### src/svlpf_pkg.sv
// ---------------------------------------------------------------------------
// svlpf_pkg: shared types and constants for the servo long-packet framer
// Descriptor format between the front and back parts, header constants,
// register indexes and reset values.
// ---------------------------------------------------------------------------
package svlpf_pkg;

  localparam logic [7:0] HDR_FIRST  = 8'hFA;
  localparam logic [7:0] HDR_SECOND = 8'hAF;

  // Step index of the last header byte (motor count).
  localparam logic [2:0] HDR_LAST_STEP = 3'd6;

  localparam int DEF_MAX_MOTORS          = 16;
  localparam int DEF_MAX_BYTES_PER_MOTOR = 8;

  localparam int QUEUE_DEPTH = 4;

  // Configuration register indexes.
  localparam logic [7:0] CFG_REG_ADDRESS     = 8'd0;
  localparam logic [7:0] CFG_BYTES_PER_MOTOR = 8'd1;
  localparam logic [7:0] CFG_MOTOR_COUNT     = 8'd2;
  localparam logic [7:0] CFG_FIRST_ID        = 8'd3;

  localparam logic [7:0] RST_REG_ADDRESS     = 8'd30;
  localparam logic [3:0] RST_BYTES_PER_MOTOR = 4'd4;
  localparam logic [4:0] RST_MOTOR_COUNT     = 5'd5;
  localparam logic [7:0] RST_FIRST_ID        = 8'd1;

  localparam logic [0:0] CMD_BEGIN = 1'b0;
  localparam logic [0:0] CMD_DATA  = 1'b1;

  typedef enum logic [1:0] {
    DESC_HEADER,
    DESC_ERROR,
    DESC_DATA
  } desc_kind_t;

  // Header: b_a = register address, b_b = length, b_c = motor count.
  // Data:   b_a = motor ID, b_b = payload byte, b_c = checksum.
  typedef struct packed {
    desc_kind_t kind;
    logic       with_id;
    logic       with_csum;
    logic [7:0] b_a;
    logic [7:0] b_b;
    logic [7:0] b_c;
  } desc_t;

  typedef struct packed {
    logic push_ready;
    logic head_valid;
  } queue_status_t;

endpackage

### src/svlpf_front.sv
// ---------------------------------------------------------------------------
// svlpf_front: command intake and packet bookkeeping
// Holds the configuration registers and the packet state, classifies each
// item and hands one descriptor per item to the queue.
// ---------------------------------------------------------------------------
module svlpf_front #(
  parameter int MAX_MOTORS          = svlpf_pkg::DEF_MAX_MOTORS,
  parameter int MAX_BYTES_PER_MOTOR = svlpf_pkg::DEF_MAX_BYTES_PER_MOTOR
) (
  input  logic               clk,
  input  logic               rst_n,
  input  logic               cfg_we,
  input  logic [7:0]         cfg_index,
  input  logic [7:0]         cfg_data,
  input  logic               item_accept,
  input  logic               command,
  input  logic [7:0]         data_byte,
  output svlpf_pkg::desc_t   desc
);

  localparam int BpmCapInt = (MAX_BYTES_PER_MOTOR > 15) ? 15 : MAX_BYTES_PER_MOTOR;
  localparam int CntCapInt = (MAX_MOTORS > 31) ? 31 : MAX_MOTORS;
  localparam logic [3:0] BPM_CAP = 4'(BpmCapInt);
  localparam logic [4:0] CNT_CAP = 5'(CntCapInt);

  logic [7:0] reg_addr_r;
  logic [3:0] bpm_r;
  logic [4:0] cnt_r;
  logic [7:0] first_id_r;

  logic       open_r,      open_nxt;
  logic [4:0] motor_idx_r, motor_idx_nxt;
  logic [3:0] byte_idx_r,  byte_idx_nxt;
  logic [7:0] xor_r,       xor_nxt;

  logic [3:0] bpm_eff;
  logic [4:0] cnt_eff;
  logic [7:0] len_byte;
  logic [7:0] cnt_byte;
  logic [7:0] motor_id;
  logic [7:0] data_xor;
  logic       motor_end;
  logic       pkt_end;

  always_ff @(posedge clk) begin
    if (!rst_n) begin
      reg_addr_r <= svlpf_pkg::RST_REG_ADDRESS;
      bpm_r      <= svlpf_pkg::RST_BYTES_PER_MOTOR;
      cnt_r      <= svlpf_pkg::RST_MOTOR_COUNT;
      first_id_r <= svlpf_pkg::RST_FIRST_ID;
    end else if (cfg_we) begin
      case (cfg_index)
        svlpf_pkg::CFG_REG_ADDRESS:     reg_addr_r <= cfg_data;
        svlpf_pkg::CFG_BYTES_PER_MOTOR: bpm_r      <= cfg_data[3:0];
        svlpf_pkg::CFG_MOTOR_COUNT:     cnt_r      <= cfg_data[4:0];
        svlpf_pkg::CFG_FIRST_ID:        first_id_r <= cfg_data;
        default: ;
      endcase
    end
  end

  // Sizes are clamped into their legal ranges before use.
  always_comb begin
    if (bpm_r == 4'd0) bpm_eff = 4'd1;
    else if (bpm_r > BPM_CAP) bpm_eff = BPM_CAP;
    else bpm_eff = bpm_r;
    if (cnt_r == 5'd0) cnt_eff = 5'd1;
    else if (cnt_r > CNT_CAP) cnt_eff = CNT_CAP;
    else cnt_eff = cnt_r;
  end

  assign len_byte  = {4'd0, bpm_eff} + 8'd1;
  assign cnt_byte  = {3'd0, cnt_eff};
  assign motor_id  = first_id_r + {3'd0, motor_idx_r};
  assign data_xor  = xor_r ^ data_byte ^ ((byte_idx_r == 4'd0) ? motor_id : 8'd0);
  assign motor_end = ({1'b0, byte_idx_r} + 5'd1) >= {1'b0, bpm_eff};
  assign pkt_end   = ({1'b0, motor_idx_r} + 6'd1) >= {1'b0, cnt_eff};

  always_comb begin
    open_nxt      = open_r;
    motor_idx_nxt = motor_idx_r;
    byte_idx_nxt  = byte_idx_r;
    xor_nxt       = xor_r;
    desc.kind      = svlpf_pkg::DESC_ERROR;
    desc.with_id   = 1'b0;
    desc.with_csum = 1'b0;
    desc.b_a       = motor_id;
    desc.b_b       = data_byte;
    desc.b_c       = data_xor;
    if (command == svlpf_pkg::CMD_BEGIN) begin
      desc.kind     = svlpf_pkg::DESC_HEADER;
      desc.b_a      = reg_addr_r;
      desc.b_b      = len_byte;
      desc.b_c      = cnt_byte;
      open_nxt      = 1'b1;
      motor_idx_nxt = 5'd0;
      byte_idx_nxt  = 4'd0;
      xor_nxt       = reg_addr_r ^ len_byte ^ cnt_byte;
    end else if (open_r) begin
      desc.kind    = svlpf_pkg::DESC_DATA;
      desc.with_id = (byte_idx_r == 4'd0);
      xor_nxt      = data_xor;
      if (motor_end) begin
        byte_idx_nxt = 4'd0;
        if (pkt_end) begin
          desc.with_csum = 1'b1;
          open_nxt       = 1'b0;
          motor_idx_nxt  = 5'd0;
          xor_nxt        = 8'd0;
        end else begin
          motor_idx_nxt = motor_idx_r + 5'd1;
        end
      end else begin
        byte_idx_nxt = byte_idx_r + 4'd1;
      end
    end
  end

  always_ff @(posedge clk) begin
    if (!rst_n) begin
      open_r      <= 1'b0;
      motor_idx_r <= 5'd0;
      byte_idx_r  <= 4'd0;
      xor_r       <= 8'd0;
    end else if (item_accept) begin
      open_r      <= open_nxt;
      motor_idx_r <= motor_idx_nxt;
      byte_idx_r  <= byte_idx_nxt;
      xor_r       <= xor_nxt;
    end
  end

endmodule

### src/svlpf_queue.sv
// ---------------------------------------------------------------------------
// svlpf_queue: descriptor queue
// Small first-in first-out buffer that decouples intake from byte output.
// ---------------------------------------------------------------------------
module svlpf_queue (
  input  logic                     clk,
  input  logic                     rst_n,
  input  logic                     push,
  input  svlpf_pkg::desc_t         push_desc,
  input  logic                     pop,
  output svlpf_pkg::desc_t         head_desc,
  output svlpf_pkg::queue_status_t status
);

  localparam int Depth = svlpf_pkg::QUEUE_DEPTH;
  localparam int PtrW  = $clog2(Depth);
  localparam int CntW  = $clog2(Depth + 1);

  svlpf_pkg::desc_t  mem_r [Depth];
  logic [PtrW-1:0]   wr_ptr_r, rd_ptr_r;
  logic [CntW-1:0]   count_r;

  assign status.push_ready = (count_r != CntW'(Depth));
  assign status.head_valid = (count_r != '0);
  assign head_desc         = mem_r[rd_ptr_r];

  always_ff @(posedge clk) begin
    if (push) begin
      mem_r[wr_ptr_r] <= push_desc;
    end
  end

  always_ff @(posedge clk) begin
    if (!rst_n) begin
      wr_ptr_r <= '0;
      rd_ptr_r <= '0;
      count_r  <= '0;
    end else begin
      if (push) wr_ptr_r <= (wr_ptr_r == PtrW'(Depth - 1)) ? '0 : wr_ptr_r + 1'b1;
      if (pop)  rd_ptr_r <= (rd_ptr_r == PtrW'(Depth - 1)) ? '0 : rd_ptr_r + 1'b1;
      if (push && !pop) count_r <= count_r + 1'b1;
      else if (pop && !push) count_r <= count_r - 1'b1;
    end
  end

endmodule

### src/svlpf_back.sv
// ---------------------------------------------------------------------------
// svlpf_back: byte sequencer
// Walks the queue head to the output register one byte per unstalled cycle.
// ---------------------------------------------------------------------------
module svlpf_back (
  input  logic             clk,
  input  logic             rst_n,
  input  logic             head_valid,
  input  svlpf_pkg::desc_t head_desc,
  output logic             pop,
  output logic             out_tvalid,
  input  logic             out_tready,
  output logic [7:0]       out_tdata,
  output logic             out_tlast,
  output logic             out_tuser
);

  logic [2:0] step_r;
  logic       valid_r;
  logic [7:0] byte_r;
  logic       last_r;
  logic       err_r;

  logic       load;
  logic [7:0] cur_byte;
  logic       cur_last;
  logic       cur_err;
  logic       cur_final;
  logic [1:0] slot;

  assign load = head_valid && (!valid_r || out_tready);
  assign pop  = load && cur_final;

  // Data slots: zero is the motor ID, one the payload byte, two the checksum.
  assign slot = head_desc.with_id ? step_r[1:0] : step_r[1:0] + 2'd1;

  always_comb begin
    cur_byte  = 8'd0;
    cur_last  = 1'b0;
    cur_err   = 1'b0;
    cur_final = 1'b1;
    case (head_desc.kind)
      svlpf_pkg::DESC_HEADER: begin
        cur_final = (step_r == svlpf_pkg::HDR_LAST_STEP);
        case (step_r)
          3'd0:    cur_byte = svlpf_pkg::HDR_FIRST;
          3'd1:    cur_byte = svlpf_pkg::HDR_SECOND;
          3'd4:    cur_byte = head_desc.b_a;
          3'd5:    cur_byte = head_desc.b_b;
          3'd6:    cur_byte = head_desc.b_c;
          default: cur_byte = 8'd0;
        endcase
      end
      svlpf_pkg::DESC_DATA: begin
        cur_final = (slot == (head_desc.with_csum ? 2'd2 : 2'd1));
        cur_last  = (slot == 2'd2);
        case (slot)
          2'd0:    cur_byte = head_desc.b_a;
          2'd1:    cur_byte = head_desc.b_b;
          default: cur_byte = head_desc.b_c;
        endcase
      end
      default: begin
        cur_last = 1'b1;
        cur_err  = 1'b1;
      end
    endcase
  end

  always_ff @(posedge clk) begin
    if (!rst_n) begin
      step_r  <= 3'd0;
      valid_r <= 1'b0;
    end else if (load) begin
      valid_r <= 1'b1;
      step_r  <= cur_final ? 3'd0 : step_r + 3'd1;
    end else if (out_tready) begin
      valid_r <= 1'b0;
    end
  end

  always_ff @(posedge clk) begin
    if (load) begin
      byte_r <= cur_byte;
      last_r <= cur_last;
      err_r  <= cur_err;
    end
  end

  assign out_tvalid = valid_r;
  assign out_tdata  = byte_r;
  assign out_tlast  = last_r;
  assign out_tuser  = err_r;

endmodule

### src/servo_long_packet_framer.sv
// An accepted item passes through the descriptor queue and then the output
// register. Throughput: the output register sends one byte per cycle while
// out_tready is high; an item makes 1 byte for plain data or an error, 2 or 3
// at a motor or packet boundary, 7 for a begin. Intake runs ahead through a
// four-entry descriptor queue. Synchronous active-low reset clears packet
// state, the queue and the output, and restores the register defaults.
// ---------------------------------------------------------------------------
// servo_long_packet_framer: multi-servo write packet builder
// Turns begin and data commands into a header, ID-prefixed payload and an
// XOR checksum byte stream.
// ---------------------------------------------------------------------------
module servo_long_packet_framer #(
  parameter int MAX_MOTORS          = svlpf_pkg::DEF_MAX_MOTORS,
  parameter int MAX_BYTES_PER_MOTOR = svlpf_pkg::DEF_MAX_BYTES_PER_MOTOR
) (
  input  logic       clk,
  input  logic       rst_n,
  input  logic       cfg_valid,
  output logic       cfg_ready,
  input  logic [7:0] cfg_index,
  input  logic [7:0] cfg_data,
  input  logic       in_tvalid,
  output logic       in_tready,
  input  logic [7:0] in_tdata,   // [7:0] data_byte
  input  logic       in_tuser,   // [0] command
  output logic       out_tvalid,
  input  logic       out_tready,
  output logic [7:0] out_tdata,  // [7:0] out_byte
  output logic       out_tlast,
  output logic       out_tuser   // [0] error
);

  svlpf_pkg::desc_t         front_desc;
  svlpf_pkg::desc_t         head_desc;
  svlpf_pkg::queue_status_t q_status;
  logic                     in_accept;
  logic                     pop;

  assign cfg_ready = 1'b1;
  assign in_tready = q_status.push_ready;
  assign in_accept = in_tvalid && in_tready;

  svlpf_front #(
    .MAX_MOTORS          (MAX_MOTORS),
    .MAX_BYTES_PER_MOTOR (MAX_BYTES_PER_MOTOR)
  ) u_front (
    .clk         (clk),
    .rst_n       (rst_n),
    .cfg_we      (cfg_valid && cfg_ready),
    .cfg_index   (cfg_index),
    .cfg_data    (cfg_data),
    .item_accept (in_accept),
    .command     (in_tuser),
    .data_byte   (in_tdata),
    .desc        (front_desc)
  );

  svlpf_queue u_queue (
    .clk       (clk),
    .rst_n     (rst_n),
    .push      (in_accept),
    .push_desc (front_desc),
    .pop       (pop),
    .head_desc (head_desc),
    .status    (q_status)
  );

  svlpf_back u_back (
    .clk        (clk),
    .rst_n      (rst_n),
    .head_valid (q_status.head_valid),
    .head_desc  (head_desc),
    .pop        (pop),
    .out_tvalid (out_tvalid),
    .out_tready (out_tready),
    .out_tdata  (out_tdata),
    .out_tlast  (out_tlast),
    .out_tuser  (out_tuser)
  );

  // An error result is a single zero byte that closes its run.
  a_err_shape: assert property (@(posedge clk) disable iff (!rst_n)
    out_tvalid && out_tuser |-> out_tlast && out_tdata == 8'd0)
    else $error("error result without last or with nonzero byte");

  // With nothing queued the intake must be open.
  a_empty_ready: assert property (@(posedge clk) disable iff (!rst_n)
    !q_status.head_valid |-> in_tready)
    else $error("intake stalled while queue empty");

  // The sequencer only advances through a queued descriptor.
  a_pop_valid: assert property (@(posedge clk) disable iff (!rst_n)
    pop |-> q_status.head_valid)
    else $error("pop from empty queue");

  // A begin queued into an empty pipeline shows its first header byte once it
  // has passed the queue and the output register.
  a_hdr_first: assert property (@(posedge clk) disable iff (!rst_n)
    in_accept && in_tuser == svlpf_pkg::CMD_BEGIN && !q_status.head_valid && !out_tvalid
    |=> ##1 out_tvalid && out_tdata == svlpf_pkg::HDR_FIRST)
    else $error("header did not start with the first sync byte");

endmodule
### config.mk
export PLATFORM = sky130hd
export DESIGN_NAME = servo_long_packet_framer
export DESIGN_NICKNAME = d
export VERILOG_FILES = /design/src/svlpf_pkg.sv /design/src/svlpf_front.sv /design/src/svlpf_queue.sv /design/src/svlpf_back.sv /design/src/servo_long_packet_framer.sv
export SDC_FILE = /design/constraint.sdc
export NUM_CORES = 1
export LEC_CHECK = 0
export CORE_MARGIN = 2
export CORE_UTILIZATION = 44
export CTS_CLUSTER_SIZE = 24
export DETAILED_ROUTE_END_ITERATION = 10
export DONT_BUFFER_PORTS = 1
export PLACE_DENSITY = 0.63
export SKIP_CTS_REPAIR_TIMING = 1
export SYNTH_ARGS = -nofsm -noshare
export SYNTH_HDL_FRONTEND = slang
export SYNTH_SLANG_ARGS = --single-unit
### constraint.sdc
create_clock -name clk -period 8.6 [get_ports clk]
set_input_delay 0.43 -clock clk [delete_from_list [all_inputs] [get_ports clk]]
set_output_delay 0.43 -clock clk [all_outputs]
set_load 0.02 [all_outputs]
* Word level (Yosys, flattened, before mapping)
Memories as Yosys holds them, arrays and structs flattened. A register that Yosys moved wholly into a read port is not among the register bits. Cells that the tools add are included.
Storage, ports and cells: memories 1, register bits 64, word-level logic and storage cells 124, bits of input ports 30, memory bits (read-only) 0, latch bits 0, output and inout port bits 13, memory bits (writable) 112
Operators by class: reductions and logical operators 26, divide/modulo/power cells 0, bitwise operators 4, shifts and indexed selects 0, eq/ne operators 16, multipliers 0, magnitude comparators 4, mux-type cells 45, $add $sub $neg 12
Memory list:
- u_queue.mem_r | depth 4, bits a word 28, read ports 1, clocked after Yosys merged registers in 1, wr ports 1, RTL line svlpf_queue.sv:19 | svlpf_pkg::desc_t mem_r [Depth];
Operators with widths (number):
- $mux W8 | 5
- $pmux W8 S5 | 1
- $pmux W8 S2 | 2
- $mux W5 | 6
- $mux W24 | 1
- $mux W4 | 6
- $xor A8 B8 Y8 | 3
- $eq A8 B2 Y1 const B | 2
- $mux W2 | 8
- $mux W1 | 11
- $add A4 B1 Y5 const B | 2
- $reduce_and A2 Y1 | 5
- $eq A3 B3 Y1 const B | 3
- $mux W3 | 3
- $add A8 B5 Y8 | 1
- $eq A2 B2 Y1 const B | 4
- $eq A8 B1 Y1 const B | 1
- $logic_not A4 Y1 | 2
- $logic_not A8 Y1 | 1
- $xor A8 B5 Y8 | 1
- $add A2 B1 Y2 const B | 3
- $add A3 B1 Y3 const B | 2
- $add A5 B1 Y6 const B | 1
- $ge A6 B5 Y1 | 1
- other kinds (22) | 32

* Logic depth before layout (Yosys ltp)
Gate-level depths: netlist (run 1).
word-level depth 8, gate-level depth with buffers 14, depth with buffers taken out 12

* Hierarchy
Synthesis (run 1) repeated with hierarchy kept, for this count alone.
Unflattened totals: cell total of the unflattened synthesis 696, area total of the unflattened synthesis 8755.9 um2
Modules (own cells, without submodules):
- svlpf_queue | instances 1, seq. area each 3543.4 um2, area an instance 4549.4 um2, cells each 191
- svlpf_front | instances 1, seq. area each 860.8 um2, area an instance 3011.6 um2, cells each 365
- svlpf_back | instances 1, seq. area each 380.4 um2, area an instance 1177.4 um2, cells each 137
- servo_long_packet_framer | instances 1, seq. area each 0.0 um2, area an instance 17.5 um2, cells each 3

* Least setup slack after synthesis (run 1)
No wires, ideal clock.
path type register -> register, start register with a tool-made name, end register u_queue.count_r[2], path slack 5.312 ns, path buffers 1, setup time 0.076 ns, cell stages (with the launch flop) 13, required time 8.524 ns, clock period less this slack 3.288 ns, arrival time 3.212 ns, cell sequence dfxtp_1 buf_6 mux4_2 mux2i_4 and4b_1 a311oi_2 nand2b_4 ha_1 inv_1 fa_1 xor2_1 or3_1 a21boi_0
RTL lines:
- end signal, assigned | RTL line svlpf_queue.sv:41 | if (push && !pop) count_r <= count_r + 1'b1;
- end signal, assigned | RTL line svlpf_queue.sv:42 | else if (pop && !push) count_r <= count_r - 1'b1;
- end, declared | RTL line svlpf_queue.sv:21 | logic [CntW-1:0] count_r;

==> results list, run 1 <==
- VDD sags by at most 149.7 µV.
- Number of CTS-inserted buffers: 17
* Initial antenna violation count: 0
* Global-route wire length before repair: 27350 µm
- The finished layout holds 927 standard cells, fillers aside.
- Buffering stage count on the worst path with inverters included: 1
- 43 I/O pins were placed.
- Clock tree synthesis found a total of 178 sinks.
* R2R cell count: 11
- Skew final: 5.440 ps
* Effective utilization at floorplan: 45.17%
* Number of standard-cell rows in the floorplan: 50
- Endpoints failing setup: 0
- Global routing used 17.61% of the available tracks.
- Endpoint of the worst-slack reg-to-reg timing path: u_queue.count_r[2]
- The number of antenna diodes in the final layout is 0.
- The final max-slew violation count came to 0.
- Cell family with the largest share of critical-path delay: multiplexers
- Detailed placement finished with a half-perimeter wire length of 11820 µm.
* Critical path arrival: 4560 ps
- The first detailed-routing pass ran for 5 iterations.
- Among all flip-flop cells after synthesis, the most frequent one is sky130_fd_sc_hd__edfxtp_1.
* Clk buf depth: 2
- Full die area: 0.02052 mm²
- TritonCTS clock tree: built
- The count of nets left with antenna violations once routing finished came out at 0.
* Slowest-stage cell, CP: sky130_fd_sc_hd__dfxtp_2
- Along the worst path, the maximum fanout reaches 28.
* Overall via count from detail_route: 5094
- Clock latency of the later-clocked register in the worst-skew pair: 420 ps
- Aggregate global routing overflow: 0
* Number of global-route vias before repair: 5158
* Post-layout minimum cycle time: 4199 ps
- Of the synthesized area, sequential elements account for 56.07%.
- For the worst setup path, the data required time is 8960 ps.
* Share of layout cells above drive strength 1: 11.69%
* Worst hold path depth: 1
* Transition time at the pin with the least slew margin: 1160 ps
- Clock root buffer: sky130_fd_sc_hd__clkbuf_16
* Vertical die dimension: 143.3 µm
- The floorplan step set the die width to 143.3 µm.
* Hold WC Path Type: in2reg
- Number of gates on the worst path with buffers counted: 11
* Worst slew slack as a fraction of its limit: 22.69%
* Std-Cell Core Area: 0.01889 mm²
- The critical path ends at u_queue.count_r[2].
- Cell chain of the critical path: mux4_2 > mux2i_4 > nor2_4 > a311oi_2 > nand2b_4 > ha_1 > inv_1 > fa_1 > xor2_1 > or3_1 > a21boi_0
* Synth-to-Final Area Change: 9.736%
* Slowest stage delay, CP: 980 ps
- Outcome: finished clean
- Max-cap check violation count: 0
* Routed length per instance: 18.05 µm
- Mean instance size in the synthesized netlist: 12.87 µm²
* Via-to-Cell Ratio: 5.495
- In the post-synthesis netlist, the biggest area contributors are sky130_fd_sc_hd__edfxtp_1, sky130_fd_sc_hd__dfxtp_1, sky130_fd_sc_hd__mux4_2.
- In the final timing run, aggregate negative setup slack is 0 ps.
- Post-synth top area cell: sky130_fd_sc_hd__edfxtp_1
- Fillcell total: 1630
* Post-synthesis cell type count: 63
- In this run the static leakage power is 3.406 nW.
* Number of violations reported at the end of detailed-routing iteration 0: 352
* Share of the synthesized area in the top cell type: 42.93%
- The final critical path takes up 48.82% of the cycle.
- Clock transition time at the flip-flop clock pins of the worst setup and hold paths: 60 ps
* Fin Hold WS: 68.45 ps
* # placed instances: 896
* Final GP Congestion: 0.8062
- Synthesized area: 0.008533 mm²
- Synth Net Count: 723
- The most common cell in the synthesized netlist is sky130_fd_sc_hd__edfxtp_1.
- Placed Instance Area: 0.008763 mm²
* Total DRC errors in the routed layout: 0
- Maximum number of pins on one net before global-route repair: 52
- Summed area of non-filler cells in the final layout: 0.009364 mm²
- Sum of routed wire length over all layers: 16730 µm
- Yosys mapped a number of flops with a built-in enable equal to 122.
- The synthesized design contains 178 register bits.
* Count of yosys warnings during synthesis: 0
* Quantity of I/O buffers inserted on ports: 0
- Max Fclk: 0.2382 GHz
* Unrepaired setup endpoints after global routing: false
* R2r setup slk: 4400 ps
- After synthesis, the share of flip-flops with an asynchronous set or reset is 0%.
* Category of the worst setup path launch point: register
* Pwr Total: 0.002504 W
- Power spread over the standard cell area amounts to 267.4 mW/mm².
- At the end of the flow, the number of nets in the layout was 715.
- Top cells by instance count after synthesis: sky130_fd_sc_hd__edfxtp_1, sky130_fd_sc_hd__dfxtp_1, sky130_fd_sc_hd__nand2_1, sky130_fd_sc_hd__mux2i_1, sky130_fd_sc_hd__o21ai_0
- H-tree depth: 4
* Synthesized instance count: 663
* Startpoint-to-endpoint class of the critical path: reg2reg
- Capturing element type of the critical path: register
- Hold Vio Cnt, Final: 0
[kinds of logic (layout without fill, tap and decap cells)]
logic type / count (synthesis) / count (layout) / share of synthesized area [%]
DFF: 178 / 178 / 56.07
and+or+nand+nor: 153 / 153 / 9.311
AOI/OAI and AO/OA: 129 / 129 / 9.766
muxes: 75 / 75 / 13.33
buffers and inverters: 59 / 63 / 2.786
xor gates and xnor gates: 38 / 38 / 4.120
adders and majority gates: 30 / 30 / 4.575
other: 1 / 1 / 0.04395
[stage by stage]
| stage | utilization, % | worst slack, ps |
|---|---|---|
| 6_report | 49.56 | 4401 |
| 5_1_grt | 49.56 | 4082 |
| 4_1_cts | 49.56 | 4300 |
| 3_5_place_dp | 46.38 | 4310 |
| 3_3_place_gp | 46.38 | 4427 |
| 2_1_floorplan | - | 5312 |
[per-layer routing]
layer | GRT usage (%) | vias to the layer above | part of all wire, %
li1 | - | 2449 | -
met1 | 22.85 | 2504 | 45
met2 | 28.78 | 118 | 48
met3 | 5.567 | 23 | 5.4
met4 | 4.592 | 0 | 1.3
met5 | 0 | - | 0
[cells in the final DEF (no fill, tap or decap), drive strengths merged, types with 4 or more instances in the layout]
cell type and count:
o211ai 4, a22oi 7, o21bai 4, xnor2 25, nor3 8, nor2b 20
mux2 7, a21o 8, bufinv 4, ha 28, nand2b 6, xor2 13
nor2 27, edfxtp 122, dfxtp 56, nand3 10, inv 27, mux2i 40
o2bb2ai 7, a21oi 25, o21ai 40, a31oi 5, and3 10, and2 6
mux4 28, nand2 50, o21a 4, buf 5, a21boi 8, clkbuf 21
[registers in the layout (all words and copies together), names as in the netlist, named ones only]
| name | cells |
|---|---|
| u_front.motor_idx_r | 5 |
| u_front.bpm_r | 4 |
| u_queue.count_r | 3 |
| u_front.open_r | 1 |
| u_front.byte_idx_r | 4 |
| u_back.out_tuser | 1 |
| u_front.reg_addr_r | 8 |
| u_back.out_tdata | 8 |
| u_back.step_r | 3 |
| u_back.out_tvalid | 1 |
| u_back.out_tlast | 1 |
| u_front.xor_r | 8 |
| u_front.cnt_r | 5 |
| u_queue.mem_r | 112 |
| u_queue.rd_ptr_r | 2 |
| u_queue.wr_ptr_r | 2 |
| u_front.first_id_r | 8 |
[report_power, final]
part	switching, W	internal [W]	leakage, nW
Combinational	0.000319	0.000255	1.54
Clock	0.000303	0.000483	0.281
Sequential	0.0000966	0.00105	1.59
Total	0.000718	0.00179	3.41
[worst min-delay path by stage]
stage                                  end  slack (ps)              from
after global routing      u_front.bpm_r[2]          40             rst_n
after detailed placement  u_front.cnt_r[0]         490  u_front.cnt_r[0]
after floorplan           u_front.cnt_r[0]         450  u_front.cnt_r[0]
final                     u_front.bpm_r[2]          70             rst_n
after global placement    u_front.cnt_r[0]         460  u_front.cnt_r[0]
after CTS                 u_front.bpm_r[2]          50             rst_n
[area by class of cell]
| class | count | area (µm²) | share of cell area, % |
|---|---|---|---|
| clock inverters | 10 | 160.2 | 1.710 |
| clock buffers | 21 | 440.4 | 4.703 |
| repair buffers | 5 | 37.54 | 0.4009 |
| flip-flops and latches | 178 | 4786 | 51.11 |
| well taps | 260 | 325.3 | 3.474 |
| inverters | 27 | 101.3 | 1.082 |
| multi-input cells | 426 | 3513 | 37.52 |
No activity file was read; power rests on OpenSTA's default activity.
==> run 2: changes to the inputs <==
Clock period 8.6 ns to 4.3 ns, I/O delays scaled along.
==> results list, run 2 (synthesis gave the netlist of run 1 again) <==
* Clock root buffer: sky130_fd_sc_hd__clkbuf_16 (unchanged)
- The number of failing setup endpoints in the final timing report was 0 (unchanged).
- Outcome: finished with violations (was finished clean).
- Transition time at the pin with the least slew margin: 1048 ps (was 1160 ps)
- The number of max-capacitance violations reported is 0 (unchanged).
- The element type at the critical path end is a register (unchanged).
* Count of TritonRoute iterations in the first routing pass: 5 (unchanged)
* Crit share post-route: 84.68% (was 48.82%)
* Hold Vio Cnt, Final: 4 (was 0)
- The number of antenna cells inserted is 0 (unchanged).
- Full die area: 0.02052 mm² (unchanged)
- The initial DRC count is 273 (was 352).
* Peak ir drop on the vdd network: 324.8 µV (was 149.7 µV)
- Slowest-stage cell, CP: sky130_fd_sc_hd__mux4_2 (was sky130_fd_sc_hd__dfxtp_2)
- The smallest hold slack came to -39.72 ps (was 68.45 ps).
* Number of CTS-inserted buffers: 17 (unchanged)
- Quantity of I/O buffers inserted on ports: 0 (unchanged)
- Accumulated negative setup slack: 0 ps (unchanged)
- The peak per-stage delay on the critical path was 640 ps (was 980 ps).
* Horiz. Die Dim: 143.3 µm (unchanged)
- The overall track demand over capacity in global routing came to 17.99% (was 17.61%).
- Aggregate global routing overflow: 0 (unchanged)
* Overall via count from detail_route: 5204 (was 5094)
* Post-layout minimum cycle time: 3641 ps (was 4199 ps)
- The half-perimeter wire length after placement was 11960 µm (was 11820 µm).
- DP Worst Slack: 601.7 ps (was 4310 ps)
- The clock net sink count came to 178 (unchanged).
* Leakage power figure: 3.477 nW (was 3.406 nW)
- The register containing the most flip-flops in the final layout was u_queue.mem_r (unchanged).
* Commonest non-fill, non-tap cells in the layout: sky130_fd_sc_hd__edfxtp_1, sky130_fd_sc_hd__dfxtp_1, sky130_fd_sc_hd__nand2_1 (unchanged)
- Clk buf depth: 2 (unchanged)
- Effective utilization at floorplan: 45.17% (unchanged)
- The most common cell after layout, fill and taps aside was sky130_fd_sc_hd__edfxtp_1 (unchanged).
- Number of nets at the end of the flow: 729 (was 715)
* Final Worst Setup Slack: 658.6 ps (was 4401 ps)
* # IOs: 43 (unchanged)
- Global-route wire length before repair: 27690 µm (was 27350 µm)
* Cell chain of the critical path: buf_4 > mux4_2 > and4b_1 > a311oi_2 > nand2b_4 > ha_1 > inv_1 > fa_1 > xor2_1 > or3_1 > a21boi_0 (was mux4_2 > mux2i_4 > nor2_4 > a311oi_2 > nand2b_4 > ha_1 > inv_1 > fa_1 > xor2_1 > or3_1 > a21boi_0)
- The chip height is 143.3 µm (unchanged).
- Number of global-route vias before repair: 5210 (was 5158)
- The type of origin of the critical path was a register (unchanged).
- The fraction of layout instances using a drive strength above 1 came to 12.61% (was 11.69%).
- The data required time of the critical path came to 4650 ps (was 8960 ps).
* Synth-to-Final Area Change: 11.13% (was 9.736%)
- The final reports fail on hold timing.
- The routability congestion estimate came to 0.8202 (was 0.8062).
* Final Slew Violations: 0 (unchanged)
- Number of standard-cell rows in the floorplan: 50 (unchanged)
- Post-route ant nets: 0 (unchanged)
- Worst slew slack as a fraction of its limit: 29.90% (was 22.69%)
- The clock latency of the later-clocked register in the worst-skew pair came to 430 ps (was 420 ps).
- The number of flip-flops under the largest register name is 112 (unchanged).
- Hold WC Path Type: in2reg (unchanged)
* Maximum number of pins on one net before global-route repair: 52 (unchanged)
* Skew final: 6.471 ps (was 5.440 ps)
- The DRC violation count after routing came to 0 (unchanged).
- Critical path arrival: 3990 ps (was 4560 ps)
- The area of the core region came to 0.01889 mm² (unchanged).
* Crit Path Max Fanout: 27 (was 28)
* Sum of routed wire length over all layers: 17440 µm (was 16730 µm)
- Routed length per instance: 18.51 µm (was 18.05 µm)
- H-tree depth: 4 (unchanged)
* Max Fclk: 0.2746 GHz (was 0.2382 GHz)
- Initial antenna violation count: 0 (unchanged)
- Unrepaired setup endpoints after global routing: false (unchanged)
* Startpoint-to-endpoint class of the critical path: reg2reg (unchanged)
* TritonCTS clock tree: built (unchanged)
- Via-to-Cell Ratio: 5.524 (was 5.495)
* Areal power density over the cells: 524.4 mW/mm² (was 267.4 mW/mm²)
- The clock-pin transition on the worst setup and hold timing paths is 70 ps (was 60 ps).
==> run 2: power breakdown <==
group	leakage, nW	switching [W]	total [W]	internal [W]
Sequential	1.59	0.000158	0.00225	0.00209
Combinational	1.60	0.000700	0.00122	0.000524
Clock	0.287	0.000660	0.00150	0.000835
==> run 2: cell type report <==
class	count	area, µm²
clock inverters	11	88.84
fillers	1666	9410
flip-flops and latches	178	4786
inverters	27	101.3
multi-input cells	426	3511
well taps	260	325.3
clock buffers	21	493.0
repair buffers	19	177.7
==> run 2: routing by layer <==
| layer | global-route usage [%] | part of all wire [%] | wire (µm) | vias up |
|---|---|---|---|---|
| met1 | 23.98 | 45 | 7919 | 2563 |
| met5 | 0 | 0 | 0 | - |
| met4 | 5.315 | 1.9 | 328 | 0 |
| met3 | 4.561 | 4.0 | 703 | 26 |
| met2 | 29.21 | 49 | 8486 | 130 |
| li1 | - | - | - | 2485 |
==> run 2: through the flow <==
stage / utilization (%) / power (W) / instance area, µm² / std cells
after floorplan: - / 0.003223 / 8533 / 663
after global placement: 46.53 / 0.003448 / 8791 / 900
after detailed placement: 46.53 / 0.003502 / 8791 / 900
after CTS: 49.61 / 0.004999 / 9373 / 932
after global routing: 50.19 / 0.005231 / 9483 / 942
final: 50.19 / 0.004973 / 9483 / 942
==> run 2: critical path: cells and delay by family (launching register included) <==
kind                     cells  cell delay, ps
AO/OA/AOI/OAI                2             560
XOR/XNOR                     1             170
adder cells (fa/ha/maj)      2             550
buffers and inverters        2             500
flip-flops                   1             340
multiplexers                 1             640
AND/OR/NAND/NOR              3             780
==> run 2: worst paths after layout <==
check / slack, ps / cells after the start / startpoint / endpoint
hold reg to reg: 490 / 2 / u_front.cnt_r[0] / u_front.cnt_r[0]
setup / recovery: 660 / 11 / register / u_queue.count_r[2]
hold / removal: -40 / 2 / cfg_data[0] / u_front.reg_addr_r[0]
setup reg to reg: 660 / 11 / register / u_queue.count_r[2]
==> run 3: changes to the inputs <==
Settings changed: ABC_AREA set to 1.
Clock period 4.3 ns to 3.8 ns, I/O delays scaled along.
==> results list, run 3 <==
- The count of input and output buffers came to 0 (unchanged).
- Sequential Power Share: 42.6% (was 45.3%)
* Share of synthesized flip-flops with an asynchronous set or reset: 0% (unchanged)
- The worst-path cell with the longest stage delay is sky130_fd_sc_hd__dfxtp_1 (was sky130_fd_sc_hd__mux4_2).
- The category of the critical setup timing path is reg2reg (unchanged).
* Accumulated negative setup slack: 0 ps (unchanged)
- The final period utilization was 69.43% (was 84.68%).
- The initial antenna violation count came to 0 (unchanged).
- Areal power density over the cells: 619.3 mW/mm² (was 524.4 mW/mm²)
* Synth Flop Type: sky130_fd_sc_hd__edfxtp_1 (unchanged)
* Unrepaired setup endpoints after global routing: false (unchanged)
* Final Util: 49.87% (was 50.19%)
- Endpoints failing setup: 0 (unchanged)
- The hold violation count in the final report came to 4 (unchanged).
- Overall via count from detail_route: 6571 (was 5204)
* Skew final: 9.929 ps (was 6.471 ps)
- Final Slew Violations: 0 (unchanged)
* Maximum number of pins on one net before global-route repair: 48 (was 52)
- The critical path starts at u_back.step_r[0].
- Worst Setup EP: u_queue.count_r[2] (unchanged)
* Leakage power figure: 3.986 nW (was 3.477 nW)
- The number of max-capacitance violations reported was 0 (unchanged).
* Cell Count, Final, Fillers Out: 1240 (was 942)
- The number of flip-flops under the largest register name was 112 (unchanged).
- Slowest stage delay, CP: 470 ps (was 640 ps)
- Data required time at the worst endpoint: 4160 ps (was 4650 ps)
- The arrival time reported for the critical path endpoint is 3000 ps (was 3990 ps).
* Synth-to-Final Area Change: 11.08% (was 11.13%)
* Sequential-to-total area share from yosys stat: 54.76% (was 56.07%)
- Commonest non-fill, non-tap cells in the layout: sky130_fd_sc_hd__nand2_1, sky130_fd_sc_hd__edfxtp_1, sky130_fd_sc_hd__o21ai_0 (was sky130_fd_sc_hd__edfxtp_1, sky130_fd_sc_hd__dfxtp_1, sky130_fd_sc_hd__nand2_1)
* Count of yosys warnings during synthesis: 0 (unchanged)
- Sum of routed wire length over all layers: 20620 µm (was 17440 µm)
- Hold WC Path Type: in2reg (unchanged)
- The time the final worst path needs with I/O delays and setup was 2638 ps (was 3641 ps).
* Number of gates on the worst path with buffers counted: 16 (was 11)
- The initial DRC count came to 556 (was 273).
- The post-synthesis cell type count came to 48 (was 63).
* Failing checks: hold timing (unchanged)
- The most common cell after layout, fill and taps aside is sky130_fd_sc_hd__nand2_1 (was sky130_fd_sc_hd__edfxtp_1).
- The type of origin of the critical path is a register (unchanged).
* Clock latency of the later-clocked register in the worst-skew pair: 430 ps (about the same)
* Global-route wire length before repair: 32220 µm (was 27690 µm)
- The clock network fraction of total power is 28.2% (was 30.1%).
- The half-perimeter wire length after placement was 14020 µm (was 11960 µm).
* Post-route ant nets: 0 (unchanged)
* Total DRC errors in the routed layout: 0 (unchanged)
- The count of nets after finishing is 1022 (was 729).
* Library cell with the highest instance count after synthesis: sky130_fd_sc_hd__nand2_1 (was sky130_fd_sc_hd__edfxtp_1)
- Cell family with the largest share of critical-path delay: adder cells (was simple AND/OR/NAND/NOR gates)
- Via-to-Cell Ratio: 5.299 (was 5.524)
* Mean instance size in the synthesized netlist: 9.158 µm² (was 12.87 µm²)
- Reg-to-reg startpoint: u_back.step_r[0]
- Worst slew slack as a fraction of its limit: 48.56% (was 29.90%)
* Top cells by instance count after synthesis: sky130_fd_sc_hd__nand2_1, sky130_fd_sc_hd__edfxtp_1, sky130_fd_sc_hd__o21ai_0, sky130_fd_sc_hd__nor2_1, sky130_fd_sc_hd__inv_1 (was sky130_fd_sc_hd__edfxtp_1, sky130_fd_sc_hd__dfxtp_1, sky130_fd_sc_hd__nand2_1, sky130_fd_sc_hd__mux2i_1, sky130_fd_sc_hd__o21ai_0)
* Number of register bits inferred by synthesis: 178 (unchanged)
- The clock-pin transition on the worst setup and hold timing paths was 70 ps (about the same).
- The maximum root-to-sink buffer count was 2 (unchanged).
- The capture point of the worst reg-to-reg path was u_queue.count_r[2] (unchanged).
- # placed instances: 1197 (was 900)
- # IOs: 43 (unchanged)
* Number of CTS-inserted buffers: 17 (unchanged)
- The switching power summed over all nets was 0.002139 W (was 0.001518 W).
- Share of layout cells above drive strength 1: 7.795% (was 12.61%)
* Peak ir drop on the vdd network: 382.6 µV (was 324.8 µV)
- The number of global-route vias before repair was 6116 (was 5210).
- The number of synthesized flops with an enable pin was 122 (unchanged).
* Share of the synthesized area in the top cell type: 41.93% (was 42.93%)
- The width of the die was 144.9 µm (was 143.3 µm).
- Cell chain of the critical path: inv_1 > ha_1 > inv_1 > nand2_1 > nand2_4 > nand3_4 > nand3_4 > nand3_4 > ha_1 > inv_1 > fa_1 > nor2_1 > nor2_1 > nand2_1 > o21ai_0 > a21oi_1 (was buf_4 > mux4_2 > and4b_1 > a311oi_2 > nand2b_4 > ha_1 > inv_1 > fa_1 > xor2_1 > or3_1 > a21boi_0)
* Buffering stage count on the worst path with inverters included: 3 (was 2)
- Largest Register: u_queue.mem_r (unchanged)
- The cell depth of the worst flop-to-flop path is 16 (was 11).
- Leading cell types by total area after synthesis: sky130_fd_sc_hd__edfxtp_1, sky130_fd_sc_hd__dfxtp_1, sky130_fd_sc_hd__nand2_1 (was sky130_fd_sc_hd__edfxtp_1, sky130_fd_sc_hd__dfxtp_1, sky130_fd_sc_hd__mux4_2)
* Max Fclk: 0.3790 GHz (was 0.2746 GHz)
- Crit Path Max Fanout: 9 (was 27)
- The area of the core region was 0.01946 mm² (was 0.01889 mm²).
- The routability congestion estimate is 0.8755 (was 0.8202).
* Post-synth top area cell: sky130_fd_sc_hd__edfxtp_1 (unchanged)
* Clk sink count: 178 (unchanged)
* Cell Int Power: 0.003872 W (was 0.003454 W)
- The final total power came to 0.006011 W (was 0.004973 W).
* Capturing element type of the critical path: register (unchanged)
* Net switching fraction of the power: 35.58% (was 30.53%)
* Aggregate global routing overflow: 0 (unchanged)
- TritonCTS clock tree: built (unchanged)
- Count of TritonRoute iterations in the first routing pass: 5 (unchanged)
- The standard-cell row count was 51 (was 50).
- The smallest hold slack came to -31.54 ps (was -39.72 ps).
- The average detailed-routed wire length per instance is 16.63 µm (was 18.51 µm).
- The share of power burned in combinational logic was 29.1% (was 24.6%).
- The cell at the root of the clock tree was sky130_fd_sc_hd__clkbuf_16 (unchanged).
- The H-tree level count came to 4 (unchanged).
- Transition time at the pin with the least slew margin: 763.5 ps (was 1048 ps)
* Synthesized area: 0.008737 mm² (was 0.008533 mm²)
- The worst-case register-to-register setup slack was 1160 ps (was 660 ps).
- Synth Net Count: 1014 (was 723)
* Vertical die dimension: 144.9 µm (was 143.3 µm)
- Effective utilization at floorplan: 44.89% (was 45.17%)
- Synthesized instance count: 954 (was 663)
- The number of antenna cells inserted came to 0 (unchanged).
- Full die area: 0.02100 mm² (was 0.02052 mm²)
- The overall track demand over capacity in global routing came to 19.52% (was 17.99%).
* Outcome: finished with violations (unchanged)
## run 3: cell types whose count changed in the layout (fill, tap and decap cells not counted), moves of 20 or more
cell,change
sky130_fd_sc_hd__nand2_1,+174
sky130_fd_sc_hd__nand3_1,+53
sky130_fd_sc_hd__mux4_2,-24
sky130_fd_sc_hd__nor2_1,+56
sky130_fd_sc_hd__inv_1,+57
sky130_fd_sc_hd__mux2i_1,-39
sky130_fd_sc_hd__nor2b_1,-20
sky130_fd_sc_hd__o21ai_0,+52
## run 3: worst min path at each step
| stage | start | endpoint | slack, ps | depth (start not counted) |
|---|---|---|---|---|
| floorplan | cfg_data[2] | u_front.cnt_r[2] | 300 | 2 |
| global placement | rst_n | u_front.reg_addr_r[1] | 280 | 1 |
| detailed placement | rst_n | u_front.first_id_r[0] | 290 | 1 |
| CTS | rst_n | u_front.first_id_r[0] | -160 | 1 |
| global route | cfg_data[3] | u_front.bpm_r[3] | 8 | 2 |
| finish | cfg_data[0] | u_front.bpm_r[0] | -30 | 2 |
## run 3: final cells by class
| type | count | area (µm²) |
|---|---|---|
| clock buffer | 23 | 510.5 |
| fill | 1824 | 9757 |
| inverter | 91 | 341.6 |
| multi-input combinational | 653 | 3475 |
| tap | 265 | 331.6 |
| clock inverter | 9 | 66.31 |
| timing repair buffer | 21 | 195.2 |
| sequential | 178 | 4786 |
## run 3: cell families after synthesis
logic type	count (synthesis)	share of synthesized area (%)
buf+inv	123	5.585
fa+ha+maj	30	4.468
simple gates	420	21.25
compound gates	180	11.69
other cells	1	0.04292
xor+xnor	22	2.205
flops	178	54.76
## run 3: through the flow
step | instance area, µm² | worst slack [ps]
2_1_floorplan | 8737 | 1263
3_3_place_gp | 9009 | 1275
3_5_place_dp | 9009 | 1194
4_1_cts | 9585 | 1164
5_1_grt | 9706 | 885.8
6_report | 9706 | 1162
## run 3: power by group through the flow
stage                     Combinational, W  Sequential, W  Clock [W]
after floorplan                    0.00129        0.00257          0
after global placement             0.00169        0.00260          0
after detailed placement           0.00171        0.00261          0
after CTS                          0.00172        0.00257    0.00172
after global routing               0.00196        0.00259    0.00180
final                              0.00175        0.00256    0.00170
## run 3: routing by layer
metal	global-route usage (%)	up-vias	share of wire, %
met5	0	-	0
met2	30.71	189	46
met3	4.780	23	6.2
met1	26.75	3095	47
li1	-	3264	-
met4	5.990	0	1.5
